### config.mk
export PLATFORM = sky130hd
export DESIGN_NAME = fifo_call_dispatcher_flat
export DESIGN_NICKNAME = d
export VERILOG_FILES = /design/src/design/fcd_pkg.sv /design/src/design/fcd_in_if.sv /design/src/design/fcd_out_if.sv /design/src/design/fcd_ram.sv /design/src/design/fcd_call_queue.sv /design/src/design/fcd_server_store.sv /design/src/design/fifo_call_dispatcher.sv /design/src/flat_wrapper.sv
export SDC_FILE = /design/constraint.sdc
export NUM_CORES = 2
export LEC_CHECK = 0
export ABC_AREA = 0
export BUFFER_PORTS_ARGS = -buffer_cell sky130_fd_sc_hd__buf_2
export CAP_MARGIN = 10
export CORE_UTILIZATION = 50
export CTS_CLUSTER_DIAMETER = 30
export DETAILED_ROUTE_END_ITERATION = 16
export PLACE_DENSITY = 0.65
export SETUP_SLACK_MARGIN = 0.5
export SYNTH_ARGS = -nofsm -noshare
export SYNTH_HDL_FRONTEND = slang
export SYNTH_HIERARCHICAL = 1
export SYNTH_SLANG_ARGS = --single-unit
### constraint.sdc
create_clock -name clk -period 12.8 [get_ports clk]
set_clock_uncertainty 0.2 [all_clocks]
set_input_delay 2.56 -clock clk [delete_from_list [all_inputs] [get_ports clk]]
set_output_delay 2.56 -clock clk [all_outputs]
set_load 0.03 [all_outputs]
### src/design/fcd_pkg.sv
// Package for the FIFO call dispatcher: field widths, codes, reset values and shared types.
// No dependencies; every other design file but fcd_ram uses it by scoped names.
`default_nettype none
package fcd_pkg;

  // Default sizes handed to the top level
  localparam int QUEUE_DEPTH_DEF = 128;
  localparam int MAX_SERVERS_DEF = 8;
  // A tick never gives more results than this
  localparam int RESULT_LIMIT    = 8;

  // Field widths
  localparam int ID_W       = 16;
  localparam int TIME_W     = 16;
  localparam int TOTAL_W    = 32;
  localparam int LEVEL_W    = 8;
  localparam int SRV_IDX_W  = 3;
  localparam int SRV_CNT_W  = 4;
  localparam int CFG_IDX_W  = 1;
  localparam int CFG_DATA_W = 16;

  // Request codes
  localparam logic REQ_ENQUEUE = 1'b0;
  localparam logic REQ_TICK    = 1'b1;

  // Configuration register indexes
  localparam logic [CFG_IDX_W-1:0] CFG_SERVICE_TIME   = 1'd0;
  localparam logic [CFG_IDX_W-1:0] CFG_SERVERS_IN_USE = 1'd1;

  // Configuration reset values
  localparam logic [TIME_W-1:0]    SERVICE_TIME_RST = 16'd10;
  localparam logic [SRV_CNT_W-1:0] SERVERS_RST      = 4'd8;

  localparam logic [TOTAL_W-1:0] TOTAL_MAX = '1;

  // One server's stored state
  typedef struct packed {
    logic               busy;
    logic [TIME_W-1:0]  time_left;
    logic [TOTAL_W-1:0] total;
  } srv_rec_t;

  // Queue control from the sequencer
  typedef struct packed {
    logic push;  // write the incoming id at the tail
    logic pop;   // drop the head entry
    logic rd;    // fetch the head entry (after this cycle's pop)
  } qcmd_t;

endpackage
`default_nettype wire

### src/design/fcd_in_if.sv
// Input channel of the FIFO call dispatcher: valid/ready handshake with request payload.
// Depends on fcd_pkg for field widths.
`default_nettype none
interface fcd_in_if;
  logic                     valid;
  logic                     ready;
  logic                     req_type;
  logic [fcd_pkg::ID_W-1:0] call_id;

  modport source (output valid, req_type, call_id, input ready);
  modport sink   (input valid, req_type, call_id, output ready);
endinterface
`default_nettype wire

### src/design/fcd_out_if.sv
// Result channel of the FIFO call dispatcher: valid/ready handshake with status payload.
// Depends on fcd_pkg for field widths.
`default_nettype none
interface fcd_out_if;
  logic                          valid;
  logic                          ready;
  logic                          enqueue_accepted;
  logic [fcd_pkg::SRV_IDX_W-1:0] server_index;
  logic                          call_assigned;
  logic [fcd_pkg::ID_W-1:0]      assigned_call_id;
  logic                          server_busy;
  logic [fcd_pkg::TOTAL_W-1:0]   calls_handled;
  logic [fcd_pkg::LEVEL_W-1:0]   queue_level;
  logic                          last_result;

  modport source (output valid, enqueue_accepted, server_index, call_assigned,
                  assigned_call_id, server_busy, calls_handled, queue_level,
                  last_result, input ready);
  modport sink   (input valid, enqueue_accepted, server_index, call_assigned,
                  assigned_call_id, server_busy, calls_handled, queue_level,
                  last_result, output ready);
endinterface
`default_nettype wire

### src/design/fcd_ram.sv
// Generic single-port-write, single-port-read RAM with registered read data.
// No dependencies.
`default_nettype none
module fcd_ram #(
  parameter int WIDTH = 16,
  parameter int DEPTH = 128,
  localparam int AW   = (DEPTH > 1) ? $clog2(DEPTH) : 1
) (
  input  wire logic             clk,
  input  wire logic             we,
  input  wire logic [AW-1:0]    waddr,
  input  wire logic [WIDTH-1:0] wdata,
  input  wire logic             re,
  input  wire logic [AW-1:0]    raddr,
  output logic      [WIDTH-1:0] rdata
);

  logic [WIDTH-1:0] mem [DEPTH];

  // Write port
  always_ff @(posedge clk) begin
    if (we) begin
      mem[waddr] <= wdata;
    end
  end

  // Registered read, hold when not enabled
  always_ff @(posedge clk) begin
    if (re) begin
      rdata <= mem[raddr];
    end
  end

endmodule
`default_nettype wire

### src/design/fcd_call_queue.sv
// Ring FIFO of call ids: head/tail/count control around one fcd_ram.
// Depends on fcd_pkg and fcd_ram.
`default_nettype none
module fcd_call_queue #(
  parameter int QUEUE_DEPTH = fcd_pkg::QUEUE_DEPTH_DEF,
  localparam int QAW  = $clog2(QUEUE_DEPTH),
  localparam int CNTW = $clog2(QUEUE_DEPTH + 1)
) (
  input  wire logic                     clk,
  input  wire logic                     rst_n,
  input  wire fcd_pkg::qcmd_t           cmd,
  input  wire logic [fcd_pkg::ID_W-1:0] push_id,
  output logic      [CNTW-1:0]          count,
  output logic      [fcd_pkg::ID_W-1:0] head_id
);

  localparam logic [QAW-1:0] LAST_SLOT = QAW'(QUEUE_DEPTH - 1);

  logic [QAW-1:0]  head_r, head_nxt;
  logic [QAW-1:0]  tail_r, tail_nxt;
  logic [CNTW-1:0] count_r, count_nxt;
  logic [QAW-1:0]  head_inc, tail_inc;
  logic [QAW-1:0]  rd_addr;

  // Ring advance
  assign head_inc = (head_r == LAST_SLOT) ? '0 : head_r + 1'b1;
  assign tail_inc = (tail_r == LAST_SLOT) ? '0 : tail_r + 1'b1;

  always_comb begin
    head_nxt  = cmd.pop  ? head_inc : head_r;
    tail_nxt  = cmd.push ? tail_inc : tail_r;
    count_nxt = count_r;
    if (cmd.push) begin
      count_nxt = count_r + 1'b1;
    end else if (cmd.pop) begin
      count_nxt = count_r - 1'b1;
    end
  end

  always_ff @(posedge clk) begin
    if (!rst_n) begin
      head_r  <= '0;
      tail_r  <= '0;
      count_r <= '0;
    end else begin
      head_r  <= head_nxt;
      tail_r  <= tail_nxt;
      count_r <= count_nxt;
    end
  end

  // Fetch the entry that will be the head next cycle
  assign rd_addr = head_nxt;

  fcd_ram #(
    .WIDTH (fcd_pkg::ID_W),
    .DEPTH (QUEUE_DEPTH)
  ) u_ram (
    .clk   (clk),
    .we    (cmd.push),
    .waddr (tail_r),
    .wdata (push_id),
    .re    (cmd.rd),
    .raddr (rd_addr),
    .rdata (head_id)
  );

  assign count = count_r;

endmodule
`default_nettype wire

### src/design/fcd_server_store.sv
// Server state memory (busy, time left, call total) with per-entry valid bits.
// Entries never written read as all zero. Depends on fcd_pkg and fcd_ram.
`default_nettype none
module fcd_server_store #(
  parameter int NSRV = fcd_pkg::MAX_SERVERS_DEF,
  localparam int SAW = (NSRV > 1) ? $clog2(NSRV) : 1
) (
  input  wire logic              clk,
  input  wire logic              rst_n,
  input  wire logic              rd_en,
  input  wire logic [SAW-1:0]    rd_idx,
  input  wire logic              wr_en,
  input  wire logic [SAW-1:0]    wr_idx,
  input  wire fcd_pkg::srv_rec_t wr_rec,
  output fcd_pkg::srv_rec_t      rd_rec
);

  localparam int RW = $bits(fcd_pkg::srv_rec_t);

  logic [NSRV-1:0] vld_r;
  logic            rd_vld_r;
  logic [RW-1:0]   ram_rdata;

  // Track written entries; capture validity alongside the read
  always_ff @(posedge clk) begin
    if (!rst_n) begin
      vld_r    <= '0;
      rd_vld_r <= 1'b0;
    end else begin
      if (wr_en) begin
        vld_r[wr_idx] <= 1'b1;
      end
      if (rd_en) begin
        rd_vld_r <= vld_r[rd_idx];
      end
    end
  end

  fcd_ram #(
    .WIDTH (RW),
    .DEPTH (NSRV)
  ) u_ram (
    .clk   (clk),
    .we    (wr_en),
    .waddr (wr_idx),
    .wdata (wr_rec),
    .re    (rd_en),
    .raddr (rd_idx),
    .rdata (ram_rdata)
  );

  assign rd_rec = rd_vld_r ? fcd_pkg::srv_rec_t'(ram_rdata) : '0;

endmodule
`default_nettype wire

### src/design/fifo_call_dispatcher.sv
// FIFO call dispatcher top level: sequencer, configuration and result register.
// Enqueue: the result is registered on accept; the next item can follow at once while
//   the receiver is ready. Tick: server 0 and the queue head are fetched first, then
//   each visited server in turn, one server read per cycle while results are taken.
// One item is in flight at a time. Reset (rst_n, synchronous) clears queue pointers and
// server valid bits and restores the configuration defaults; no clearing pass is needed.
`default_nettype none
module fifo_call_dispatcher #(
  parameter int QUEUE_DEPTH = fcd_pkg::QUEUE_DEPTH_DEF,
  parameter int MAX_SERVERS = fcd_pkg::MAX_SERVERS_DEF
) (
  input  wire logic                           clk,
  input  wire logic                           rst_n,
  fcd_in_if.sink                              in_ch,
  fcd_out_if.source                           out_ch,
  input  wire logic                           cfg_we,
  input  wire logic [fcd_pkg::CFG_IDX_W-1:0]  cfg_idx,
  input  wire logic [fcd_pkg::CFG_DATA_W-1:0] cfg_data
);

  localparam int NSRV = (MAX_SERVERS < fcd_pkg::RESULT_LIMIT) ? MAX_SERVERS
                                                               : fcd_pkg::RESULT_LIMIT;
  localparam int SAW  = (NSRV > 1) ? $clog2(NSRV) : 1;
  localparam int CNTW = $clog2(QUEUE_DEPTH + 1);
  localparam int SCW  = fcd_pkg::SRV_CNT_W;
  localparam int TW   = fcd_pkg::TIME_W;
  localparam int SIW  = fcd_pkg::SRV_IDX_W;
  localparam int LVW  = fcd_pkg::LEVEL_W;
  localparam logic [SCW-1:0]  NSRV_C = SCW'(NSRV);
  localparam logic [CNTW-1:0] QFULL  = CNTW'(QUEUE_DEPTH);

  typedef enum logic {
    ST_IDLE,
    ST_PROC
  } state_t;

  // Configuration registers
  logic [TW-1:0]  service_r;
  logic [SCW-1:0] servers_r;

  always_ff @(posedge clk) begin
    if (!rst_n) begin
      service_r <= fcd_pkg::SERVICE_TIME_RST;
      servers_r <= fcd_pkg::SERVERS_RST;
    end else if (cfg_we) begin
      unique case (cfg_idx)
        fcd_pkg::CFG_SERVICE_TIME:   service_r <= cfg_data;
        fcd_pkg::CFG_SERVERS_IN_USE: servers_r <= cfg_data[SCW-1:0];
        default: ;
      endcase
    end
  end

  state_t                    state_r, state_nxt;
  logic [SAW-1:0]            idx_r, idx_nxt;
  logic [SAW-1:0]            last_r, last_nxt;
  logic                      out_vld_r, out_vld_nxt;
  logic                      out_acc_r, out_acc_nxt;
  logic [SIW-1:0]            out_sidx_r, out_sidx_nxt;
  logic                      out_asg_r, out_asg_nxt;
  logic [fcd_pkg::ID_W-1:0]  out_aid_r, out_aid_nxt;
  logic                      out_busy_r, out_busy_nxt;
  logic [fcd_pkg::TOTAL_W-1:0] out_tot_r, out_tot_nxt;
  logic [LVW-1:0]            out_lvl_r, out_lvl_nxt;
  logic                      out_last_r, out_last_nxt;

  logic                      out_free, in_acc, is_tick, proc_go, is_last;
  logic                      q_full, q_empty, take, busy1;
  logic [TW-1:0]             load, t1;
  logic [SCW-1:0]            n_lim;
  logic [CNTW-1:0]           q_count;
  logic [fcd_pkg::ID_W-1:0]  q_head;
  fcd_pkg::qcmd_t            qcmd;
  fcd_pkg::srv_rec_t         srv_rd, srv_wr;
  logic                      srv_rd_en;
  logic [SAW-1:0]            srv_rd_idx;

  // Handshake
  assign out_free    = !out_vld_r || out_ch.ready;
  assign in_ch.ready = (state_r == ST_IDLE) && out_free;
  assign in_acc      = in_ch.valid && in_ch.ready;
  assign is_tick     = (in_ch.req_type == fcd_pkg::REQ_TICK);
  assign proc_go     = (state_r == ST_PROC) && out_free;
  assign is_last     = (idx_r == last_r);

  assign q_full  = (q_count == QFULL);
  assign q_empty = (q_count == '0);

  // Servers visited per tick and service load, with zero treated as one
  always_comb begin
    n_lim = (servers_r == '0) ? SCW'(1) : servers_r;
    if (n_lim > NSRV_C) begin
      n_lim = NSRV_C;
    end
  end
  assign load = (service_r == '0) ? TW'(1) : service_r;

  // Count down the visited server, then let a free server take the head call
  always_comb begin
    if (srv_rd.busy) begin
      t1    = (srv_rd.time_left != '0) ? srv_rd.time_left - 1'b1 : '0;
      busy1 = (t1 != '0);
    end else begin
      t1    = srv_rd.time_left;
      busy1 = 1'b0;
    end
    take             = !busy1 && !q_empty;
    srv_wr.busy      = busy1 || take;
    srv_wr.time_left = take ? load : t1;
    srv_wr.total     = (take && srv_rd.total != fcd_pkg::TOTAL_MAX) ? srv_rd.total + 1'b1
                                                                   : srv_rd.total;
  end

  // Memory requests
  assign qcmd.push  = in_acc && !is_tick && !q_full;
  assign qcmd.pop   = proc_go && take;
  assign srv_rd_en  = (in_acc && is_tick) || (proc_go && !is_last);
  assign qcmd.rd    = srv_rd_en;
  assign srv_rd_idx = (state_r == ST_PROC) ? SAW'(idx_r + 1'b1) : '0;

  fcd_call_queue #(
    .QUEUE_DEPTH (QUEUE_DEPTH)
  ) u_queue (
    .clk     (clk),
    .rst_n   (rst_n),
    .cmd     (qcmd),
    .push_id (in_ch.call_id),
    .count   (q_count),
    .head_id (q_head)
  );

  fcd_server_store #(
    .NSRV (NSRV)
  ) u_servers (
    .clk    (clk),
    .rst_n  (rst_n),
    .rd_en  (srv_rd_en),
    .rd_idx (srv_rd_idx),
    .wr_en  (proc_go),
    .wr_idx (idx_r),
    .wr_rec (srv_wr),
    .rd_rec (srv_rd)
  );

  // Sequencer and result register next values
  always_comb begin
    state_nxt    = state_r;
    idx_nxt      = idx_r;
    last_nxt     = last_r;
    out_vld_nxt  = out_vld_r && !out_ch.ready;
    out_acc_nxt  = out_acc_r;
    out_sidx_nxt = out_sidx_r;
    out_asg_nxt  = out_asg_r;
    out_aid_nxt  = out_aid_r;
    out_busy_nxt = out_busy_r;
    out_tot_nxt  = out_tot_r;
    out_lvl_nxt  = out_lvl_r;
    out_last_nxt = out_last_r;
    unique case (state_r)
      ST_IDLE: begin
        if (in_acc && is_tick) begin
          // Start the visit at server 0
          idx_nxt   = '0;
          last_nxt  = SAW'(n_lim - 1'b1);
          state_nxt = ST_PROC;
        end else if (in_acc) begin
          // Enqueue result
          out_vld_nxt  = 1'b1;
          out_acc_nxt  = !q_full;
          out_sidx_nxt = '0;
          out_asg_nxt  = 1'b0;
          out_aid_nxt  = '0;
          out_busy_nxt = 1'b0;
          out_tot_nxt  = '0;
          out_lvl_nxt  = LVW'(q_full ? q_count : q_count + 1'b1);
          out_last_nxt = 1'b1;
        end
      end
      ST_PROC: begin
        if (proc_go) begin
          // Server status result
          out_vld_nxt  = 1'b1;
          out_acc_nxt  = 1'b0;
          out_sidx_nxt = SIW'(idx_r);
          out_asg_nxt  = take;
          out_aid_nxt  = take ? q_head : '0;
          out_busy_nxt = srv_wr.busy;
          out_tot_nxt  = srv_wr.total;
          out_lvl_nxt  = LVW'(take ? q_count - 1'b1 : q_count);
          out_last_nxt = is_last;
          if (is_last) begin
            state_nxt = ST_IDLE;
          end else begin
            idx_nxt = SAW'(idx_r + 1'b1);
          end
        end
      end
      default: state_nxt = ST_IDLE;
    endcase
  end

  // State and registered outputs
  always_ff @(posedge clk) begin
    if (!rst_n) begin
      state_r   <= ST_IDLE;
      out_vld_r <= 1'b0;
      idx_r     <= '0;
      last_r    <= '0;
    end else begin
      state_r   <= state_nxt;
      out_vld_r <= out_vld_nxt;
      idx_r     <= idx_nxt;
      last_r    <= last_nxt;
    end
    out_acc_r  <= out_acc_nxt;
    out_sidx_r <= out_sidx_nxt;
    out_asg_r  <= out_asg_nxt;
    out_aid_r  <= out_aid_nxt;
    out_busy_r <= out_busy_nxt;
    out_tot_r  <= out_tot_nxt;
    out_lvl_r  <= out_lvl_nxt;
    out_last_r <= out_last_nxt;
  end

  // Drive the result channel
  assign out_ch.valid            = out_vld_r;
  assign out_ch.enqueue_accepted = out_acc_r;
  assign out_ch.server_index     = out_sidx_r;
  assign out_ch.call_assigned    = out_asg_r;
  assign out_ch.assigned_call_id = out_aid_r;
  assign out_ch.server_busy      = out_busy_r;
  assign out_ch.calls_handled    = out_tot_r;
  assign out_ch.queue_level      = out_lvl_r;
  assign out_ch.last_result      = out_last_r;

endmodule
`default_nettype wire

### src/flat_wrapper.sv
// flat-port wrapper written by rule: the top's interface ports become plain ports
module fifo_call_dispatcher_flat 
#(
  parameter int QUEUE_DEPTH = fcd_pkg::QUEUE_DEPTH_DEF,
  parameter int MAX_SERVERS = fcd_pkg::MAX_SERVERS_DEF
)
  (clk, rst_n, cfg_we, cfg_idx, cfg_data, in_ch_valid, in_ch_req_type, in_ch_call_id, in_ch_ready, out_ch_valid, out_ch_enqueue_accepted, out_ch_server_index, out_ch_call_assigned, out_ch_assigned_call_id, out_ch_server_busy, out_ch_calls_handled, out_ch_queue_level, out_ch_last_result, out_ch_ready);
  fcd_in_if in_ch_i ();
  fcd_out_if out_ch_i ();
  input  wire logic clk;
  input  wire logic rst_n;
  input  wire logic cfg_we;
  input  wire logic [fcd_pkg::CFG_IDX_W-1:0] cfg_idx;
  input  wire logic [fcd_pkg::CFG_DATA_W-1:0] cfg_data;
  input wire logic [$bits(in_ch_i.valid)-1:0] in_ch_valid;
  input wire logic [$bits(in_ch_i.req_type)-1:0] in_ch_req_type;
  input wire logic [$bits(in_ch_i.call_id)-1:0] in_ch_call_id;
  output wire logic [$bits(in_ch_i.ready)-1:0] in_ch_ready;
  output wire logic [$bits(out_ch_i.valid)-1:0] out_ch_valid;
  output wire logic [$bits(out_ch_i.enqueue_accepted)-1:0] out_ch_enqueue_accepted;
  output wire logic [$bits(out_ch_i.server_index)-1:0] out_ch_server_index;
  output wire logic [$bits(out_ch_i.call_assigned)-1:0] out_ch_call_assigned;
  output wire logic [$bits(out_ch_i.assigned_call_id)-1:0] out_ch_assigned_call_id;
  output wire logic [$bits(out_ch_i.server_busy)-1:0] out_ch_server_busy;
  output wire logic [$bits(out_ch_i.calls_handled)-1:0] out_ch_calls_handled;
  output wire logic [$bits(out_ch_i.queue_level)-1:0] out_ch_queue_level;
  output wire logic [$bits(out_ch_i.last_result)-1:0] out_ch_last_result;
  input wire logic [$bits(out_ch_i.ready)-1:0] out_ch_ready;
  assign in_ch_i.valid = in_ch_valid;
  assign in_ch_i.req_type = in_ch_req_type;
  assign in_ch_i.call_id = in_ch_call_id;
  assign in_ch_ready = in_ch_i.ready;
  assign out_ch_valid = out_ch_i.valid;
  assign out_ch_enqueue_accepted = out_ch_i.enqueue_accepted;
  assign out_ch_server_index = out_ch_i.server_index;
  assign out_ch_call_assigned = out_ch_i.call_assigned;
  assign out_ch_assigned_call_id = out_ch_i.assigned_call_id;
  assign out_ch_server_busy = out_ch_i.server_busy;
  assign out_ch_calls_handled = out_ch_i.calls_handled;
  assign out_ch_queue_level = out_ch_i.queue_level;
  assign out_ch_last_result = out_ch_i.last_result;
  assign out_ch_i.ready = out_ch_ready;
  fifo_call_dispatcher #(.QUEUE_DEPTH(QUEUE_DEPTH), .MAX_SERVERS(MAX_SERVERS)) u_core (.clk(clk), .rst_n(rst_n), .in_ch(in_ch_i), .out_ch(out_ch_i), .cfg_we(cfg_we), .cfg_idx(cfg_idx), .cfg_data(cfg_data));
endmodule
# Yosys cells after proc, flatten, opt, wreduce, memory -nomap -nowiden
# Memory sizes are Yosys's and may differ from the RTL's. A register that Yosys moved wholly into a read port is not among the register bits.
# Index checks and enable logic that the tools add are counted.
# W data, S select, Z words.
[totals] inputBits=39 regBits=122 memories=2 output_inout_bits=65 ram_bits=2440
[mem_list] name="u_core.u_queue.u_ram.mem" words=128 word_bits=16 rd=1 rd_ports_with_merged_regs=1 wr=1 line_no="fcd_ram.sv:18" rtl="logic [WIDTH-1:0] mem [DEPTH];"
[mem_list] name="u_core.u_servers.u_ram.mem" words=8 word_bits=49 rd=1 rd_ports_with_merged_regs=1 wr=1 line_no="fcd_ram.sv:18"
[op_classes] bitwise_logic=3 magnitude_cmp=4 n_addsub=8 n_reduce_logical=33 n_eq_ne=10 mux=68
[op_table] operator="$mux W16" n=8
[op_table] operator="$mux W32" n=4
[op_table] operator="$pmux W32 S2" n=1
[op_table] operator="$mux W8" n=7
[op_table] operator="$mux W49" n=1
[op_table] operator="$add A32 B1 Y32 const B" n=1
[op_table] operator="$ne A32 B32 Y1 const B" n=1
[op_table] operator="$pmux W16 S2" n=1
[op_table] operator="$reduce_bool A16 Y1" n=2
[op_table] operator="$mux W3" n=8
[op_table] operator="$mux W1" n=23
[op_table] operator="$mux W7" n=3
[op_table] operator="$logic_not A16 Y1" n=1
[op_table] operator="$pmux W8 S2" n=1
[op_table] operator="$sub A16 B1 Y16 const B" n=1
[op_table] operator="$add A7 B1 Y7 const B" n=2
[op_table] operator="$eq A7 B7 Y1 const B" n=2
[op_table] operator="$logic_and A1 B1 Y1" n=12
[op_table] operator="$pmux W1 S2" n=6
[op_table] operator="$pmux W3 S2" n=2
[op_table] operator="$add A8 B1 Y8 const B" n=1
[op_table] operator="$eq A8 B8 Y1 const B" n=1
[op_table] operator="$logic_not A8 Y1" n=1
[op_table] operator="$lt A3 B4 Y1 const B" n=2
[op_table] operator="other kinds (19)" n=34

# Longest topological paths before layout
[logic_depth] ltp_word=11 mapped_depth=22

# Modules after synthesis
# The synthesis kept the hierarchy.
[modules_own_cells] module="fcd_ram (u_core.u_queue.u_ram)" cells_per_inst=3086 instances=1 area_each_um2=78683.0
[modules_own_cells] module="fcd_ram (u_core.u_servers.u_ram)" cells_per_inst=628 instances=1 area_each_um2=16233.1
[modules_own_cells] module="fifo_call_dispatcher" cells_per_inst=638 instances=1 area_each_um2=5798.1
[modules_own_cells] module="fcd_call_queue" cells_per_inst=144 instances=1 area_each_um2=1258.7
[modules_own_cells] module="fcd_server_store" cells_per_inst=93 instances=1 area_each_um2=715.7

# Least setup slack after synthesis
# Ideal clock, no wire load.
[synth_path] path_kind="in2reg" start="input port out_ch_ready" end="memory u_core/u_servers/u_ram/mem[0][0] (netlist name), enable pin" setup_time_ns=0.516 required_time_ns=12.084 path_stages=4 arrival_time_ns=6.336 setup_slack_ns=5.748 path_buffers=0 cell_sequence="nor2b_1 -> nor2_1 -> nand2b_1 -> nor3_1"
[synth_between] elab_chain_len=4
[synth_rtl] element="start: declaration" line_no="flat_wrapper.sv:28" rtl="input wire logic [$bits(out_ch_i.ready)-1:0] out_ch_ready;"
[synth_rtl] element="$logic_or A1 B1 Y1" line_no="fifo_call_dispatcher.sv:79" rtl="assign out_free = !out_vld_r || out_ch.ready;"
[synth_rtl] element="$logic_and A1 B1 Y1" line_no="fifo_call_dispatcher.sv:83" rtl="assign proc_go = (state_r == ST_PROC) && out_free;"
[synth_rtl] element="via u_core.proc_go" line_no="fifo_call_dispatcher.sv:67" rtl="logic out_free, in_acc, is_tick, proc_go, is_last;"
[synth_rtl] element="$mux W1" line_no="fcd_ram.sv:22" rtl="if (we) begin"
[synth_rtl] element="$mux W1 (not written as such)" line_no="fcd_ram.sv:23" rtl="mem[waddr] <= wdata;"
[synth_rtl] element="end: declaration" line_no="fcd_ram.sv:18"
# The timed path passes the listed nets, and every way through them passes these cells.

==> results.sh <==
export IMPL_syn_area_per_cell_sq_um=22.38
export IMPL_clk_path_buf_depth=4
export IMPL_p_per_area_mw_per_mm2=192.6
export IMPL_rows=165
export IMPL_cts_setup_buffers=0
export IMPL_yosys_warnings=6
export IMPL_grt_pass1_vias=50960
export IMPL_hold_depth=1
export IMPL_ys_seq_area_frac=0.7625
export IMPL_reg2regPathDepth=17
export IMPL_filler_cell_count=13880
export IMPL_synth_cell_types=68
export IMPL_drv_slew=0
export IMPL_cts_max_level=5
export IMPL_placed_area_sq_mm=0.1073
export IMPL_critPathKind="reg -> reg"
export IMPL_root_buffer="clkbuf_16"
export IMPL_cts_resized=0
export IMPL_detail_route_antenna_nets=0
export IMPL_ios=104
export IMPL_overflow=0
export IMPL_drive_gt1_frac=0.3551
export IMPL_slew_headroom=0.1661
export IMPL_max_stage_delay_ps=900
export IMPL_synth_top_area_frac=0.7510
export IMPL_clkTransAtPathRegs_ps=50
export IMPL_dp_cells=7321
export IMPL_rsz0062_at_grt="false"
export IMPL_hp_class="reg -> reg"
export IMPL_grt_pass1_wl_um=363300
export IMPL_synthToLayoutAreaGrowth_pct=20.07
export IMPL_die_area_sq_mm=0.2072
export IMPL_cts_tree="yes"
export IMPL_cp_start_kind="flip-flop"
export IMPL_first_iter_violations=6451
export IMPL_place_hpwl_um=134900
export IMPL_synth_area_sq_mm=0.1027
export IMPL_via_per_inst=6.177
export IMPL_async_flop_share=0
export IMPL_synth_ff_type="edfxtp_1"
export IMPL_final_cell_area_sq_mm=0.1233
export IMPL_cts_buffers=471
export IMPL_cp_max_fo=50
export IMPL_multi_input_comb_area_sq_mm=0.02350
export IMPL_die_w_um=455.2
export IMPL_core_area_sq_mm=0.2031
export IMPL_timing_final_crit_share=0.6929
export IMPL_critical_path_n_buffers_inverters=3
export IMPL_cp_arrival_ps=9360
export IMPL_die_h_um=455.2
export IMPL_drc=0
export IMPL_crit_chain="and2_1, inv_1, ha_1, nor4bb_1, nand4_1, nor4_1, o21a_1, nand2_2, nor3_2, o211ai_1, o21ai_4, buf_4, buf_4, mux4_2, mux4_2, mux4_2, mux2_2"
export IMPL_initial_core_util=0.5055
export IMPL_end_kind="flip-flop"
export IMPL_required_ps=13290
export IMPL_antenna_found_initial=20
export IMPL_synth_area_leaders="edfxtp_1 (75%), mux4_2 (17%), dfxtp_1 (1.2%)"
export IMPL_regArea_sq_mm=0.07830
export IMPL_nNetsFinal=5177
export IMPL_max_slew_worst_pin_slew_ps=1251
export IMPL_setup_tns_ps=0
export IMPL_irDropWorstVdd_mv=0.1544
export IMPL_syn_nets=4643
export IMPL_detail_route_wirelength_um=253900
export IMPL_clock_latency_ps=970
export IMPL_syn_inst=4589
export IMPL_slowest_stage="dfxtp_2"
export IMPL_setup_viol=0
export IMPL_synth_seq_cells=2627
export IMPL_vias=50540
export IMPL_grt_use_total=0.2474
export IMPL_clock_fmax_mhz=112.7
export IMPL_post_drt_wl_per_cell_um=31.04
export IMPL_cts_sinks=2627
export IMPL_drtPass1Iterations=5
export IMPL_hold_violations=0
export IMPL_ctsHoldBuffers=0
export IMPL_cp_num_cells=17
export IMPL_gp_congestion=0.8464
export IMPL_synth_edf_count=2568
export IMPL_crit_top_cell="mux4_2"
export IMPL_drv_cap=0
export IMPL_status="completed"
export IMPL_numPortBuffers=103
export IMPL_grt_max_degree=136
export IMPL_yosys_area_top_type="edfxtp_1"
export IMPL_leakage_nw=38.99
export IMPL_period_needed_ps=8870
export IMPL_fin_cells=8182
export IMPL_critical_path_top_delay_family="simple AND/OR/NAND/NOR gates"
export IMPL_power_mw=23.74
-- stage by stage --
step                      hold slack (ps)  utilization  worst slack [ps]
final                               259.3       0.6069              3930
after global routing                288.2       0.6068              2987
after CTS                           264.7       0.6068              3843
after detailed placement            253.9       0.5282              3822
after global placement              247.9       0.5281              3881
after floorplan                     239.7            -              5748
-- registers in the layout, summed over array words and instances, names as in the netlist, 3 cells and up --
| register | cells |
|---|---|
| u_core/u_servers/vld_r | 8 |
| u_core/u_servers/u_ram/mem | 392 |
| u_core/out_ch.calls_handled | 32 |
| u_core/u_queue/head_r | 7 |
| u_core/u_queue/count | 8 |
| u_core/out_ch.server_index | 3 |
| u_core/out_ch.assigned_call_id | 16 |
| u_core/u_servers/u_ram/rdata | 49 |
| u_core/u_queue/u_ram/mem | 2048 |
| u_core/idx_r | 3 |
| u_core/u_queue/u_ram/rdata | 16 |
| u_core/last_r | 3 |
| u_core/u_queue/tail_r | 7 |
| u_core/service_r | 16 |
| u_core/servers_r | 4 |
| u_core/out_ch.queue_level | 8 |
-- logic make-up after synthesis --
group,count (synthesis),synth area share
and+or+nand+nor,629,0.03114
buffers and inverters,250,0.01091
DFF,2627,0.7625
xor gates and xnor gates,55,0.004691
adders and majority gates,15,0.001901
muxes,881,0.1807
AOI/OAI and AO/OA,132,0.008249
-- report_power, final --
part	switching [mW]	internal, mW
logic	0.984	0.691
clock network	4.16	8.24
registers	0.0534	9.61
total	5.20	18.5
-- Yosys cell counts, types with 6 or more instances --
cell	n
dfxtp_1	59
nor3_1	35
a21oi_1	27
a21boi_0	21
nand2b_1	39
ha_1	14
nand3_1	42
xor2_1	19
mux4_2	771
edfxtp_1	2568
nor2b_1	16
nor4_1	9
buf_1	29
nor2_1	173
or3_1	10
mux2i_1	41
o21ai_1	13
and4_1	6
and2_1	71
nor3_2	6
clkbuf_1	130
nand2_1	140
inv_1	11
and3_1	29
o21a_1	11
nand4_1	15
xnor2_1	36
buf_2	70
o21ai_0	31
mux2_2	67
-- cells in the final DEF, fill, tap and decap left out, types with 26 or more instances in the layout --
cell	count
nand3_1	42
and3_1	29
buf_4	206
mux2_2	66
clkbuf_16	475
nand2b_1	39
clkinv_1	55
a21oi_1	26
bufinv_16	72
inv_6	32
buf_2	87
nand2_1	140
clkinv_2	69
nor2_1	160
dfxtp_1	57
mux2i_1	41
edfxtp_1	2568
and2_1	70
mux4_2	771
clkinv_4	39
xnor2_1	33
clkbuf_1	45
o21ai_0	29
clkinvlp_4	51
-- path summary, 6_finish.rpt --
check | from | slack (ps) | to
setup / recovery | u_core/u_servers/rd_vld_r$_SDFFE_PN0P_ | 3930 | u_core/u_queue/u_ram/rdata[7]$_DFFE_PP_
hold / removal | u_core/u_servers/vld_r[6]$_SDFFE_PN0P_ | 260 | u_core/u_servers/vld_r[6]$_SDFFE_PN0P_
hold reg to reg | u_core/u_servers/vld_r[6]$_SDFFE_PN0P_ | 260 | u_core/u_servers/vld_r[6]$_SDFFE_PN0P_
setup reg to reg | u_core/u_servers/rd_vld_r$_SDFFE_PN0P_ | 3930 | u_core/u_queue/u_ram/rdata[7]$_DFFE_PP_
-- layer usage --
metal	wire length (um)	GRT usage	up-vias	share of wire
met1	99890	0.3471	26930	0.39
met5	37	0	-	0.00015
li1	-	-	20570	-
met2	122900	0.3931	2578	0.48
met3	23420	0.04919	457	0.092
met4	7691	0.08075	6	0.030
-- final cells by class --
| type | count | share of cell area |
|---|---|---|
| Multi-Input combinational cell | 1712 | 0.1906 |
| Antenna cell | 8 | 0.0001624 |
| Inverter | 11 | 0.0003349 |
| Timing Repair Buffer | 300 | 0.01717 |
| Sequential cell | 2627 | 0.6350 |
| Clock buffer | 525 | 0.09833 |
| Tap cell | 2672 | 0.02711 |
| Clock inverter | 327 | 0.03121 |
No activity file was read; power rests on OpenSTA's default activity.
